<file path="config.mk">
export PLATFORM = sky130hd
export DESIGN_NAME = bmp24_stream_parser_flat
export DESIGN_NICKNAME = d
export VERILOG_FILES = /design/src/sv/bmp24_pkg.sv /design/src/sv/bmp24_if.sv /design/src/sv/bmp24_hdr.sv /design/src/sv/bmp24_ctl.sv /design/src/sv/bmp24_stream_parser.sv /design/src/flat_wrapper.sv
export SDC_FILE = /design/constraint.sdc
export NUM_CORES = 1
export LEC_CHECK = 0
export BUFFER_PORTS_ARGS = -buffer_cell sky130_fd_sc_hd__buf_2
export CAP_MARGIN = 40
export CORE_ASPECT_RATIO = 0.7
export CORE_MARGIN = 8
export CORE_UTILIZATION = 35
export CTS_CLUSTER_SIZE = 28
export DETAILED_ROUTE_END_ITERATION = 10
export PLACE_DENSITY = 0.52
export SYNTH_ARGS = -nofsm -noshare
export SYNTH_HDL_FRONTEND = slang
export SYNTH_HIERARCHICAL = 1
export SYNTH_SLANG_ARGS = --single-unit
</file>
<file path="constraint.sdc">
create_clock -name clock -period 13.78 [get_ports clock]
set_input_delay 0.689 -clock clock [delete_from_list [all_inputs] [get_ports clock]]
set_output_delay 0.689 -clock clock [all_outputs]
set_load 0.01 [all_outputs]
</file>
<file path="src/sv/bmp24_pkg.sv">
// Shared types and constants of the 24-bit BMP stream parser.
package bmp24_pkg;

   localparam logic [1:0] ST_OK      = 2'd0;
   localparam logic [1:0] ST_INVALID = 2'd1;
   localparam logic [1:0] ST_CORRUPT = 2'd2;

   localparam int HDR_BYTES = 54;
   localparam int CAP_BYTES = 30;
   localparam int MIN_FILE  = 58;
   localparam int POS_W     = 6;
   localparam int COORD_W   = 12;

   localparam logic [7:0]  SIG_B        = 8'h42;
   localparam logic [7:0]  SIG_M        = 8'h4d;
   localparam logic [31:0] DATA_OFFSET  = 32'h0000_0036;
   localparam logic [31:0] INFO_SIZE    = 32'h0000_0028;
   localparam logic [31:0] PLANES_DEPTH = 32'h0018_0001;

   typedef struct packed {
      logic [7:0]  data_byte;
      logic        start_of_file;
      logic [31:0] file_bytes;
   } req_payload_type;

   typedef struct packed {
      logic               is_pixel;
      logic [7:0]         pixel_blue;
      logic [7:0]         pixel_green;
      logic [7:0]         pixel_red;
      logic [COORD_W-1:0] pixel_row;
      logic [COORD_W-1:0] pixel_col;
      logic [1:0]         status;
      logic               last;
   } rsp_payload_type;

   // header capture controls from the sequencer
   typedef struct packed {
      logic             load_len;
      logic [31:0]      len;
      logic             wr;
      logic [POS_W-1:0] pos;
      logic [7:0]       data;
   } hdr_wr_type;

endpackage

</file>
<file path="src/sv/bmp24_if.sv">
// Valid/ready channel interfaces for the request and response streams.
interface bmp24_req_if;
   import bmp24_pkg::*;
   logic            valid;
   logic            ready;
   req_payload_type payload;
   modport source (output valid, output payload, input ready);
   modport sink (input valid, input payload, output ready);
endinterface

interface bmp24_rsp_if;
   import bmp24_pkg::*;
   logic            valid;
   logic            ready;
   rsp_payload_type payload;
   modport source (output valid, output payload, input ready);
   modport sink (input valid, input payload, output ready);
endinterface

</file>
<file path="src/sv/bmp24_hdr.sv">
// Header byte capture, image size product and header check.
module bmp24_hdr #(
   parameter int MAX_WIDTH  = 4096,
   parameter int MAX_HEIGHT = 4096,
   localparam int WW = $clog2(MAX_WIDTH + 1),
   localparam int HW = $clog2(MAX_HEIGHT + 1)
) (
   input  logic                  clock,
   input  bmp24_pkg::hdr_wr_type hdr_wr,
   output logic [1:0]            check_status,
   output logic [WW-1:0]         image_width,
   output logic [HW-1:0]         image_height,
   output logic [1:0]            row_pad
);
   import bmp24_pkg::*;

   localparam int LW = WW + 2;
   localparam int PW = HW + LW;
   localparam int CW = (PW + 1 > 32) ? PW + 1 : 32;

   logic [7:0]    hdr_ff [CAP_BYTES];
   logic [31:0]   length_ff;
   logic [PW-1:0] product_ff;
   logic [PW-1:0] product_in;

   logic [31:0]   file_size, reserved, offset, info, width32, height32, planes;
   logic [LW-1:0] line_bytes;
   logic [CW-1:0] calc;
   logic          bad_format;

   always_ff @(posedge clock) begin
      if (hdr_wr.load_len) length_ff <= hdr_wr.len;
      if (hdr_wr.wr && hdr_wr.pos < POS_W'(CAP_BYTES)) hdr_ff[hdr_wr.pos[4:0]] <= hdr_wr.data;
      product_ff <= product_in;
   end

   assign file_size = {hdr_ff[5],  hdr_ff[4],  hdr_ff[3],  hdr_ff[2]};
   assign reserved  = {hdr_ff[9],  hdr_ff[8],  hdr_ff[7],  hdr_ff[6]};
   assign offset    = {hdr_ff[13], hdr_ff[12], hdr_ff[11], hdr_ff[10]};
   assign info      = {hdr_ff[17], hdr_ff[16], hdr_ff[15], hdr_ff[14]};
   assign width32   = {hdr_ff[21], hdr_ff[20], hdr_ff[19], hdr_ff[18]};
   assign height32  = {hdr_ff[25], hdr_ff[24], hdr_ff[23], hdr_ff[22]};
   assign planes    = {hdr_ff[29], hdr_ff[28], hdr_ff[27], hdr_ff[26]};

   assign image_width  = width32[WW-1:0];
   assign image_height = height32[HW-1:0];
   // (4 - 3w mod 4) mod 4 reduces to w mod 4
   assign row_pad      = width32[1:0];

   // Width and height settle long before the last header byte, so the product
   // is registered and only the add and compare sit in the check path.
   assign line_bytes = ({2'b00, image_width} << 1) + {2'b00, image_width} + LW'(row_pad);
   assign product_in = PW'(image_height) * PW'(line_bytes);
   assign calc       = CW'(product_ff) + CW'(HDR_BYTES);

   always_comb begin
      bad_format = (hdr_ff[0] != SIG_B) || (hdr_ff[1] != SIG_M)
                || (file_size != length_ff) || (reserved != '0)
                || (offset != DATA_OFFSET) || (info != INFO_SIZE)
                || (planes != PLANES_DEPTH)
                || (width32 == '0) || (width32 > 32'(MAX_WIDTH))
                || (height32 == '0) || (height32 > 32'(MAX_HEIGHT));
      if (bad_format) begin
         check_status = ST_INVALID;
      end else if (calc != CW'(length_ff)) begin
         check_status = ST_CORRUPT;
      end else begin
         check_status = ST_OK;
      end
   end

endmodule

</file>
<file path="src/sv/bmp24_ctl.sv">
// Parse sequencer: file phases, pixel assembly, row and column counters, padding check.
module bmp24_ctl #(
   parameter int MAX_WIDTH  = 4096,
   parameter int MAX_HEIGHT = 4096,
   localparam int WW = $clog2(MAX_WIDTH + 1),
   localparam int HW = $clog2(MAX_HEIGHT + 1)
) (
   input  logic                       clock,
   input  logic                       reset,
   input  logic                       accept,
   input  bmp24_pkg::req_payload_type req,
   input  logic [1:0]                 check_status,
   input  logic [WW-1:0]              image_width,
   input  logic [HW-1:0]              image_height,
   input  logic [1:0]                 row_pad,
   output bmp24_pkg::hdr_wr_type      hdr_wr,
   output logic                       res_valid,
   output bmp24_pkg::rsp_payload_type res
);
   import bmp24_pkg::*;

   localparam logic [2:0] PH_IDLE   = 3'd0;
   localparam logic [2:0] PH_HEADER = 3'd1;
   localparam logic [2:0] PH_PIXELS = 3'd2;
   localparam logic [2:0] PH_PAD    = 3'd3;
   localparam logic [2:0] PH_DONE   = 3'd4;

   logic [2:0]       phase_ff, phase_in;
   logic [POS_W-1:0] pos_ff, pos_in;
   logic [1:0]       triple_ff, triple_in;
   logic [15:0]      partial_ff, partial_in;
   logic [HW-1:0]    row_ff, row_in;
   logic [WW-1:0]    col_ff, col_in;
   logic [1:0]       padc_ff, padc_in;
   logic             padbad_ff, padbad_in;

   logic [2:0]       phase_cur;
   logic [POS_W-1:0] pos_cur;
   logic [HW-1:0]    row_next, row_img;
   logic [WW-1:0]    col_next;
   logic [2:0]       pc_next;
   logic             bad;

   always_comb begin
      phase_in   = phase_ff;
      pos_in     = pos_ff;
      triple_in  = triple_ff;
      partial_in = partial_ff;
      row_in     = row_ff;
      col_in     = col_ff;
      padc_in    = padc_ff;
      padbad_in  = padbad_ff;
      res_valid  = 1'b0;
      res        = '0;

      hdr_wr.load_len = accept && req.start_of_file;
      hdr_wr.len      = req.file_bytes;
      hdr_wr.data     = req.data_byte;
      hdr_wr.wr       = 1'b0;
      hdr_wr.pos      = pos_ff;

      row_next = row_ff + HW'(1);
      col_next = col_ff + WW'(1);
      row_img  = image_height - HW'(1) - row_ff;
      pc_next  = {1'b0, padc_ff} + 3'd1;
      bad      = padbad_ff || (req.data_byte != 8'd0);

      phase_cur = phase_ff;
      pos_cur   = pos_ff;

      if (accept) begin
         if (req.start_of_file) begin
            phase_cur = PH_HEADER;
            pos_cur   = '0;
            if (req.file_bytes < 32'(MIN_FILE)) begin
               phase_cur  = PH_DONE;
               phase_in   = PH_DONE;
               res_valid  = 1'b1;
               res.status = ST_INVALID;
               res.last   = 1'b1;
            end
         end

         case (phase_cur)
            PH_HEADER: begin
               hdr_wr.wr  = 1'b1;
               hdr_wr.pos = pos_cur;
               pos_in     = pos_cur + POS_W'(1);
               phase_in   = PH_HEADER;
               if (pos_cur == POS_W'(HDR_BYTES - 1)) begin
                  if (check_status != ST_OK) begin
                     res_valid  = 1'b1;
                     res.status = check_status;
                     res.last   = 1'b1;
                     phase_in   = PH_DONE;
                  end else begin
                     phase_in  = PH_PIXELS;
                     triple_in = '0;
                     row_in    = '0;
                     col_in    = '0;
                  end
               end
            end

            PH_PIXELS: begin
               if (triple_ff == 2'd0) begin
                  partial_in[7:0] = req.data_byte;
                  triple_in       = 2'd1;
               end else if (triple_ff == 2'd1) begin
                  partial_in[15:8] = req.data_byte;
                  triple_in        = 2'd2;
               end else begin
                  res_valid       = 1'b1;
                  res.is_pixel    = 1'b1;
                  res.pixel_blue  = partial_ff[7:0];
                  res.pixel_green = partial_ff[15:8];
                  res.pixel_red   = req.data_byte;
                  res.pixel_row   = COORD_W'(row_img);
                  res.pixel_col   = COORD_W'(col_ff);
                  res.status      = ST_OK;
                  triple_in       = '0;
                  col_in          = col_next;
                  if (col_next >= image_width) begin
                     col_in = '0;
                     if (row_pad == 2'd0) begin
                        row_in = row_next;
                        if (row_next >= image_height) begin
                           res.last = 1'b1;
                           phase_in = PH_DONE;
                        end
                     end else begin
                        phase_in  = PH_PAD;
                        padc_in   = '0;
                        padbad_in = 1'b0;
                     end
                  end
               end
            end

            PH_PAD: begin
               padbad_in = bad;
               padc_in   = pc_next[1:0];
               if (pc_next >= {1'b0, row_pad}) begin
                  padc_in = '0;
                  row_in  = row_next;
                  if (bad) begin
                     res_valid  = 1'b1;
                     res.status = ST_CORRUPT;
                     res.last   = 1'b1;
                     phase_in   = PH_DONE;
                  end else if (row_next >= image_height) begin
                     res_valid  = 1'b1;
                     res.status = ST_OK;
                     res.last   = 1'b1;
                     phase_in   = PH_DONE;
                  end else begin
                     phase_in = PH_PIXELS;
                  end
               end
            end

            default: begin
            end
         endcase
      end
   end

   always_ff @(posedge clock) begin
      if (reset) begin
         phase_ff  <= PH_IDLE;
         pos_ff    <= '0;
         triple_ff <= '0;
         row_ff    <= '0;
         col_ff    <= '0;
         padc_ff   <= '0;
         padbad_ff <= 1'b0;
      end else begin
         phase_ff  <= phase_in;
         pos_ff    <= pos_in;
         triple_ff <= triple_in;
         row_ff    <= row_in;
         col_ff    <= col_in;
         padc_ff   <= padc_in;
         padbad_ff <= padbad_in;
      end
   end

   always_ff @(posedge clock) begin
      partial_ff <= partial_in;
   end

endmodule

</file>
<file path="src/sv/bmp24_stream_parser.sv">
// Top level of the 24-bit BMP stream parser: channels, result register and checks.
// The parser takes one file byte per cycle and can accept a byte on every cycle; each
// byte's result, if any, appears in the response register in the cycle after the transfer,
// and a byte is still taken while a finished result waits, as long as the response side
// drains it in the same cycle. The rate is set by the single response register: a
// stalled response holds back the request side. A byte with start_of_file set restarts
// parsing and samples file_bytes; a file under 58 bytes gets an invalid result. After
// the 54th header byte the header is checked and a bad file gets one status result
// (1 invalid, 2 corrupted) with last set; a good one goes on to emit one pixel result
// per B,G,R triple, rows from height-1 down to 0, columns upward, with row padding
// checked for zero. Image size is bounded by the MAX_WIDTH and MAX_HEIGHT parameters.
module bmp24_stream_parser #(
   parameter int MAX_WIDTH  = 4096,
   parameter int MAX_HEIGHT = 4096
) (
   input logic         clock,
   input logic         reset,
   bmp24_req_if.sink   req_chan,
   bmp24_rsp_if.source rsp_chan
);
   import bmp24_pkg::*;

   localparam int WW = $clog2(MAX_WIDTH + 1);
   localparam int HW = $clog2(MAX_HEIGHT + 1);

   logic            accept;
   logic            res_valid;
   rsp_payload_type res;
   hdr_wr_type      hdr_wr;
   logic [1:0]      check_status;
   logic [WW-1:0]   image_width;
   logic [HW-1:0]   image_height;
   logic [1:0]      row_pad;

   logic            rsp_valid_ff, rsp_valid_in;
   rsp_payload_type rsp_payload_ff;

   assign req_chan.ready = !rsp_valid_ff || rsp_chan.ready;
   assign accept         = req_chan.valid && req_chan.ready;

   bmp24_hdr #(
      .MAX_WIDTH  (MAX_WIDTH),
      .MAX_HEIGHT (MAX_HEIGHT)
   ) u_hdr (
      .clock        (clock),
      .hdr_wr       (hdr_wr),
      .check_status (check_status),
      .image_width  (image_width),
      .image_height (image_height),
      .row_pad      (row_pad)
   );

   bmp24_ctl #(
      .MAX_WIDTH  (MAX_WIDTH),
      .MAX_HEIGHT (MAX_HEIGHT)
   ) u_ctl (
      .clock        (clock),
      .reset        (reset),
      .accept       (accept),
      .req          (req_chan.payload),
      .check_status (check_status),
      .image_width  (image_width),
      .image_height (image_height),
      .row_pad      (row_pad),
      .hdr_wr       (hdr_wr),
      .res_valid    (res_valid),
      .res          (res)
   );

   // a new transfer in may replace a result leaving in the same cycle
   assign rsp_valid_in = accept ? res_valid : (rsp_valid_ff && !rsp_chan.ready);

   always_ff @(posedge clock) begin
      if (reset) begin
         rsp_valid_ff <= 1'b0;
      end else begin
         rsp_valid_ff <= rsp_valid_in;
      end
   end

   always_ff @(posedge clock) begin
      if (accept && res_valid) rsp_payload_ff <= res;
   end

   assign rsp_chan.valid   = rsp_valid_ff;
   assign rsp_chan.payload = rsp_payload_ff;

   a_pixel_ok : assert property (@(posedge clock) disable iff (reset)
      rsp_chan.valid && rsp_chan.payload.is_pixel |-> rsp_chan.payload.status == ST_OK)
      else $error("pixel result with non-ok status");

   a_status_last : assert property (@(posedge clock) disable iff (reset)
      rsp_chan.valid && !rsp_chan.payload.is_pixel |-> rsp_chan.payload.last)
      else $error("status-only result not marked last");

   a_status_code : assert property (@(posedge clock) disable iff (reset)
      rsp_chan.valid |-> (rsp_chan.payload.status == ST_OK ||
                          rsp_chan.payload.status == ST_INVALID ||
                          rsp_chan.payload.status == ST_CORRUPT))
      else $error("undefined status code");

   a_status_clean : assert property (@(posedge clock) disable iff (reset)
      rsp_chan.valid && !rsp_chan.payload.is_pixel |->
         rsp_chan.payload.pixel_row == '0 && rsp_chan.payload.pixel_col == '0)
      else $error("status-only result carries coordinates");

endmodule
</file>
<file path="src/flat_wrapper.sv">
// flat-port wrapper written by rule: the top's interface ports become plain ports
module bmp24_stream_parser_flat import bmp24_pkg::*;
#(
   parameter int MAX_WIDTH  = 4096,
   parameter int MAX_HEIGHT = 4096
)
  (clock, reset, req_chan_valid, req_chan_payload, req_chan_ready, rsp_chan_valid, rsp_chan_payload, rsp_chan_ready);
  bmp24_req_if req_chan_i ();
  bmp24_rsp_if rsp_chan_i ();
  input logic clock;
  input logic reset;
  input wire logic [$bits(req_chan_i.valid)-1:0] req_chan_valid;
  input wire logic [$bits(req_chan_i.payload)-1:0] req_chan_payload;
  output wire logic [$bits(req_chan_i.ready)-1:0] req_chan_ready;
  output wire logic [$bits(rsp_chan_i.valid)-1:0] rsp_chan_valid;
  output wire logic [$bits(rsp_chan_i.payload)-1:0] rsp_chan_payload;
  input wire logic [$bits(rsp_chan_i.ready)-1:0] rsp_chan_ready;
  assign req_chan_i.valid = req_chan_valid;
  assign req_chan_i.payload = req_chan_payload;
  assign req_chan_ready = req_chan_i.ready;
  assign rsp_chan_valid = rsp_chan_i.valid;
  assign rsp_chan_payload = rsp_chan_i.payload;
  assign rsp_chan_i.ready = rsp_chan_ready;
  bmp24_stream_parser #(.MAX_WIDTH(MAX_WIDTH), .MAX_HEIGHT(MAX_HEIGHT)) u_core (.clock(clock), .reset(reset), .req_chan(req_chan_i), .rsp_chan(rsp_chan_i));
endmodule
</file>
==> results of run 1 <==
synthesized netlist by cell type (all sizes together), types with 11 or more instances:
| cell type | number |
|---|---|
| nor4 | 61 |
| ha | 140 |
| nand3 | 43 |
| nor2 | 90 |
| and3 | 28 |
| and2 | 127 |
| a31oi | 11 |
| fa | 125 |
| nand2b | 25 |
| a21o | 20 |
| nor3 | 38 |
| nor2b | 18 |
| o21ai | 46 |
| edfxtp | 340 |
| nand4 | 29 |
| dfxtp | 67 |
| inv | 224 |
| a21oi | 55 |
| nand2 | 132 |
| a211oi | 21 |
| xnor2 | 70 |
| xor2 | 42 |
| buf | 62 |
| clkbuf | 42 |
how the worst min path moves through the flow:
stage,end,slack [ps],from,cells after the start
floorplan,u_core/u_ctl/row_ff[12],450,u_core/u_ctl/row_ff[12],2
global placement,u_core/u_ctl/row_ff[12],460,u_core/u_ctl/row_ff[12],2
detailed placement,u_core/u_ctl/row_ff[12],460,u_core/u_ctl/row_ff[12],2
CTS,u_core/u_hdr/length_ff[19],270,req_chan_payload[19],1
global route,u_core/u_hdr/length_ff[6],270,req_chan_payload[6],1
finish,u_core/u_hdr/length_ff[19],290,req_chan_payload[19],1
worst max-delay path: cells and delay by family (launching register included):
| kind | cells | cell delay, ps |
|---|---|---|
| xor gates and xnor gates | 1 | 110 |
| buffers and inverters | 4 | 210 |
| adders and majority gates | 9 | 4090 |
| AOI/OAI and AO/OA | 9 | 2060 |
| DFF | 1 | 520 |
| and+or+nand+nor | 5 | 1380 |
power breakdown:
| group | switching [mW] | internal, mW |
|---|---|---|
| logic | 0.0512 | 0.0229 |
| registers | 0.00980 | 1.34 |
| clock network | 0.496 | 0.702 |
metrics by stage:
step	hold slack [ps]	util, %
after floorplan	447	-
after global placement	457	37.0
after detailed placement	462	37.3
after CTS	267	39.5
after global routing	271	39.5
final	294	39.6
cell usage in the layout (no fill, tap or decap), drive strengths merged, types with 8 or more instances in the layout:
| master | netlist | final |
|---|---|---|
| nand2 | 132 | 132 |
| mux2i | 10 | 10 |
| nand2b | 25 | 25 |
| fa | 125 | 125 |
| nor4 | 61 | 61 |
| clkbuf | 42 | 45 |
| xor2 | 42 | 42 |
| nor2 | 90 | 90 |
| nand4 | 29 | 29 |
| and2 | 127 | 127 |
| ha | 140 | 140 |
| inv | 224 | 224 |
| edfxtp | 340 | 340 |
| nor3 | 38 | 38 |
| nor2b | 18 | 18 |
| o21ai | 46 | 46 |
| a211oi | 21 | 21 |
| a21oi | 55 | 55 |
| and3 | 28 | 28 |
| buf | 62 | 122 |
| nand3 | 43 | 43 |
| a21o | 20 | 20 |
| clkinv | 1 | 22 |
| a31oi | 11 | 11 |
| nor4b | 9 | 9 |
| xnor2 | 70 | 70 |
| dfxtp | 67 | 67 |
| a2111oi | 8 | 8 |
per-layer routing:
layer	routed length, um	track usage, %
met1	27700	21.3
met5	0	0
met3	3400	3.13
met2	26000	23.5
met4	945	3.37
registers in the layout, summed over array words and instances, names as in the netlist, 3 cells and up:
register	cells
u_core/u_ctl/partial_ff	16
u_core/u_ctl/phase_ff	3
u_core/u_ctl/row_ff	13
u_core/u_hdr/length_ff	32
u_core/u_ctl/col_ff	13
u_core/rsp_chan.payload	52
u_core/u_hdr/hdr_ff	240
u_core/u_ctl/pos_ff	6
u_core/u_hdr/product_ff	26
layout make-up:
class / count / area [um^2]
inverters: 225 / 845
flip-flops and latches: 407 / 11600
multi-input cells: 1270 / 10600
diodes: 2 / 5.00
clock buffers: 45 / 1070
well taps: 891 / 1110
fillers: 6389 / 40300
repair buffers: 122 / 761
clock inverters: 31 / 393
kinds of logic after synthesis:
kind of cell	count (synthesis)	share of synthesized area, %
adders and majority gates	265	18.0
muxes	13	0.567
buffers and inverters	329	6.18
AOI/OAI and AO/OA	242	7.50
and+or+nand+nor	638	14.7
xor gates and xnor gates	112	4.15
DFF	407	48.9
==> results.cfg, run 1 <==
[run_status]
status = finished, final reports clean

[cts]
cts.sinks = 407
clk_latency_ps = 590
postCtsHoldBufs = 0
cts_tree = built
cts_made_buffers = 42
post_cts_resized = 0
cts_buffer_depth = 3
root_buffer = clkbuf_16
htreeDepth = 2
cts_setup_buffers = 0
clk_pin_slew_ps = 70

[layout]
stdcell_area_um2 = 26400
instances_no_fill = 2993
drive_gt1_share_pct = 11.2
final_nets = 2378
syn_to_final_growth_pct = 11.6

[sta]
fin_skew_ps = 35.6
finalWorstSetupSlack_ps = 5340
maxSlewHeadroom_pct = 35.2
worst_pin_slew_ps = 968
period_needed_ps = 8440
final_min_period_over_clock_period_pct = 61.3
max_freq_ghz = 0.118
fin_setup_tns_ps = 0
hold_violations = 0
rsz0062_at_grt = no
drv_slew = 0
setup_viol_count_final = 0

[flow_run]
drv_cap = 0

[setup_path]
cp_max_fo = 13
critPathSlowestCell = nor2_1
r2r_end = u_core/u_hdr/product_ff[27]
r2r_slack_ps = 5340
cp-start-kind = flip-flop
endpoint = u_core/u_hdr/product_ff[27]
worstPathRequired_ps = 14260
worstSetupPathType = reg -> reg
cp-end-kind = flip-flop
crit_path_start = u_core/u_hdr/hdr_ff[18][1]
cp_data_arrival_time_ps = 8920
timing.rr.start = u_core/u_hdr/hdr_ff[18][1]
cp_common_cell = fa_1
r2r_cells = 28
worst_path_largest_cell_delay_ps = 740

[yosys]
avgSynthCellArea_um2 = 11.8
synthArstFlopShare_pct = 0
synth_edf_count = 340
synth_nets = 2316
yosysUniqueCellTypes = 97
ys_seq_area_share_pct = 48.9
synth.largest_area_cell = edfxtp_1
ys_warn_count = 6
synth_top_area_share_pct = 43.2
synthCells = 2006
synthTopCellsByArea = edfxtp_1 43%, fa_1 11%, ha_1 7.4%, dfxtp_1 5.7%, inv_1 3.5%
syn_area_um2 = 23600
synth-main-ff-cell = edfxtp_1
synth-seq-cells = 407

[pwr]
peakVddDrop_mv = 0.0851
p_per_area_nw_per_um2 = 99.6
totalPowerFinal_mw = 2.63
p_leak_nw = 10.1

[floorplanning]
chipWidth_um = 326
io_pins = 99
row_count = 79
dieArea_um2 = 76200
die_h_um = 233
coreArea_um2 = 66600
initial_core_util_pct = 35.5

[placed_design]
routabilityCongestion = 0.807
pre_cts_slack_ps = 5420
placedInstanceArea_um2 = 24900
dpl.hpwl_um = 42700
dp.cells = 2914
port_buffers = 98

[hold_path]
min_path_type = in -> reg

[detailed_routing]
drt_iter0_markers = 1043
dr.pass1.iters = 5
ant_nets = 0
drt-wirelength-per-cell_um = 19.4
drc_errors = 0
vias = 15200
vias_per_cell = 5.07
wirelength_um = 58100

[global_routing]
first_global_vias = 15500
antenna_found_initial = 1
grt_max_degree = 36
grt_pass1_wl_um = 90000
overflow = 0
grtUsageTotal_pct = 15.0
Power figures use the tool's default switching activity.
==> run 2: changes to the inputs <==
--- a/config.mk
+++ b/config.mk
@@ -12,7 +12,7 @@
 export CORE_UTILIZATION = 35
 export CTS_CLUSTER_SIZE = 28
 export DETAILED_ROUTE_END_ITERATION = 10
-export PLACE_DENSITY = 0.52
+export PLACE_DENSITY = 0.54
 export SYNTH_ARGS = -nofsm -noshare
 export SYNTH_HDL_FRONTEND = slang
 export SYNTH_HIERARCHICAL = 1
==> constraint.sdc (replaced) <==
create_clock -name clock -period 7.34 [get_ports clock]
set_input_delay 0.367 -clock clock [delete_from_list [all_inputs] [get_ports clock]]
set_output_delay 0.367 -clock clock [all_outputs]
set_load 0.01 [all_outputs]
==> run 2 against run 1 <==
  * Utilization rose by 1.7 points
  * Clock power is 78% higher
  * Register-to-register slack lost 5300 ps
  * Critical endpoint unchanged
  * Final area grew 4.3%
  * Worst setup slack got worse by 5300 ps
  * Highest routed layer unchanged
  * Cell count rose by 3.3%
  * Global-route usage is 0.26 points higher
  * Fmax up 15%
  * Critical path depth grew 4
  * Count of clock-buffer cells in the layout up 11
  * Power grew 84%
  * Worst hold slack got worse by 210 ps
==> results.cfg, run 2 (synthesized netlist as in run 1, its figures left out) <==
[global_routing]
grt_pass1_wl_um = 92100
grtUsageTotal_pct = 15.3
overflow = 0
antenna_found_initial = 0
first_global_vias = 16000
grt_max_degree = 53

[floorplanning]
dieArea_um2 = 76200
row_count = 79
io_pins = 99
initial_core_util_pct = 35.5
chipWidth_um = 326
die_h_um = 233
coreArea_um2 = 66600

[detailed_routing]
vias = 15700
drt_iter0_markers = 1068
ant_nets = 0
drc_errors = 0
dr.pass1.iters = 5
vias_per_cell = 5.08
drt-wirelength-per-cell_um = 19.2
wirelength_um = 59400

[pwr]
clkPwrFrac_pct = 44.3
p_comb_share_pct = 3.2
seq_power_share_pct = 52.5
power.share.switching_pct = 21.9
p_sw_mw = 1.06
p_int_mw = 3.78
p_per_area_nw_per_um2 = 176
peakVddDrop_mv = 0.174
p_leak_nw = 10.5

[cts]
root_buffer = clkbuf_16
clk_pin_slew_ps = 60
cts_tree = built
cts_buffer_depth = 3
cts_made_buffers = 42
htreeDepth = 2
cts.sinks = 407
clk_latency_ps = 610

[setup_path]
critPathSlowestCell = fa_1
cp_max_fo = 4
cp-start-kind = flip-flop
cp_common_cell = fa_1
cp-end-kind = flip-flop
cp_data_arrival_time_ps = 7790
worstPathRequired_ps = 7790
worst_path_largest_cell_delay_ps = 570
worstSetupPathType = reg -> reg

[sta]
setup_viol_count_final = 0
maxSlewHeadroom_pct = 38.2
hold_violations = 0
max_freq_ghz = 0.136
rsz0062_at_grt = yes
fin_skew_ps = 39.8
drv_slew = 0
final_min_period_over_clock_period_pct = 100
fin_setup_tns_ps = 0
worst_pin_slew_ps = 923
period_needed_ps = 7340

[placed_design]
dp.cells = 2963
port_buffers = 98
dpl.hpwl_um = 42300
routabilityCongestion = 0.819

[layout]
drive_gt1_share_pct = 15.9
instances_no_fill = 3091
fin_util_pct = 41.3
largest_register_ffs = 240
n_fill_cell = 6316
syn_to_final_growth_pct = 16.4
final_nets = 2476
antenna_cells = 0
final_common_cell = edfxtp_1
layout.cells.most_common_list = 340 x edfxtp_1, 215 x inv_1, 131 x ha_1

[flow_run]
drv_cap = 0

[run_status]
status = finished, final reports clean

[hold_path]
min_path_type = in -> reg
run 2: cell type report:
cell class                 count  area (um^2)  area share [%]
sequential                   407        11600            42.0
multi-input combinational   1270        10900            39.8
timing repair buffer         220         1640            5.96
clock buffer                  56         1150            4.19
tap                          891         1110            4.06
inverter                     225          845            3.07
clock inverter                22          248           0.901
run 2: repair_timing:
action,4_1_cts,5_1_grt
hold endpoints to repair,33,0
setup buffers,9,9
hold buffers,33,0
resized for setup,31,40
endpoints found under the setup margin,7,10
pin swaps,44,51
run 2: worst paths after layout:
kind	start	endpoint	slack, ps	cells past startpoint
max reg2reg	u_core/u_hdr/hdr_ff[18][1]	u_core/u_hdr/product_ff[27]	1	32
min reg2reg	u_core/u_ctl/row_ff[12]	u_core/u_ctl/row_ff[12]	480	2
max	u_core/u_hdr/hdr_ff[18][1]	u_core/u_hdr/product_ff[27]	1	32
min	req_chan_valid	u_core/rsp_chan.valid	80	3
run 2: metal layers:
metal  GRT usage, %  up-vias  part of all wire (%)  wire length [um]
met5              0        -                     0                 0
met4           4.45        0                   2.3              1370
met3           2.47       79                   5.2              3120
met2           24.2      405                    46             27100
met1           21.5     7899                    47             27900
li1               -     7329                     -                 -
run 2: per-stage QoR:
stage	area (um^2)	total power [mW]	setup WS (ps)	hold WS, ps
4_1_cts	27200	4.91	-82.2	50.0
3_3_place_gp	25100	2.72	-223	457
6_report	27500	4.84	1.12	82.9
2_1_floorplan	23600	2.66	4.49	436
3_5_place_dp	25300	2.73	-344	470
5_1_grt	27500	5.01	-276	81.3
run 2: worst max-delay path, delay by kind of cell, from the launching register on:
kind / cells / cell delay, ps
adders and majority gates: 9 / 3810
AOI/OAI and AO/OA: 12 / 2070
buffers and inverters: 7 / 460
DFF: 1 / 410
and+or+nand+nor: 3 / 340
xor gates and xnor gates: 1 / 110
run 2: power groups by stage:
stage / Combinational [mW] / Clock [mW] / Sequential, mW
after floorplan: 0.0758 / 0 / 2.59
after global placement: 0.133 / 0 / 2.59
after detailed placement: 0.142 / 0 / 2.59
after CTS: 0.156 / 2.21 / 2.54
after global routing: 0.167 / 2.30 / 2.54
final: 0.154 / 2.14 / 2.54
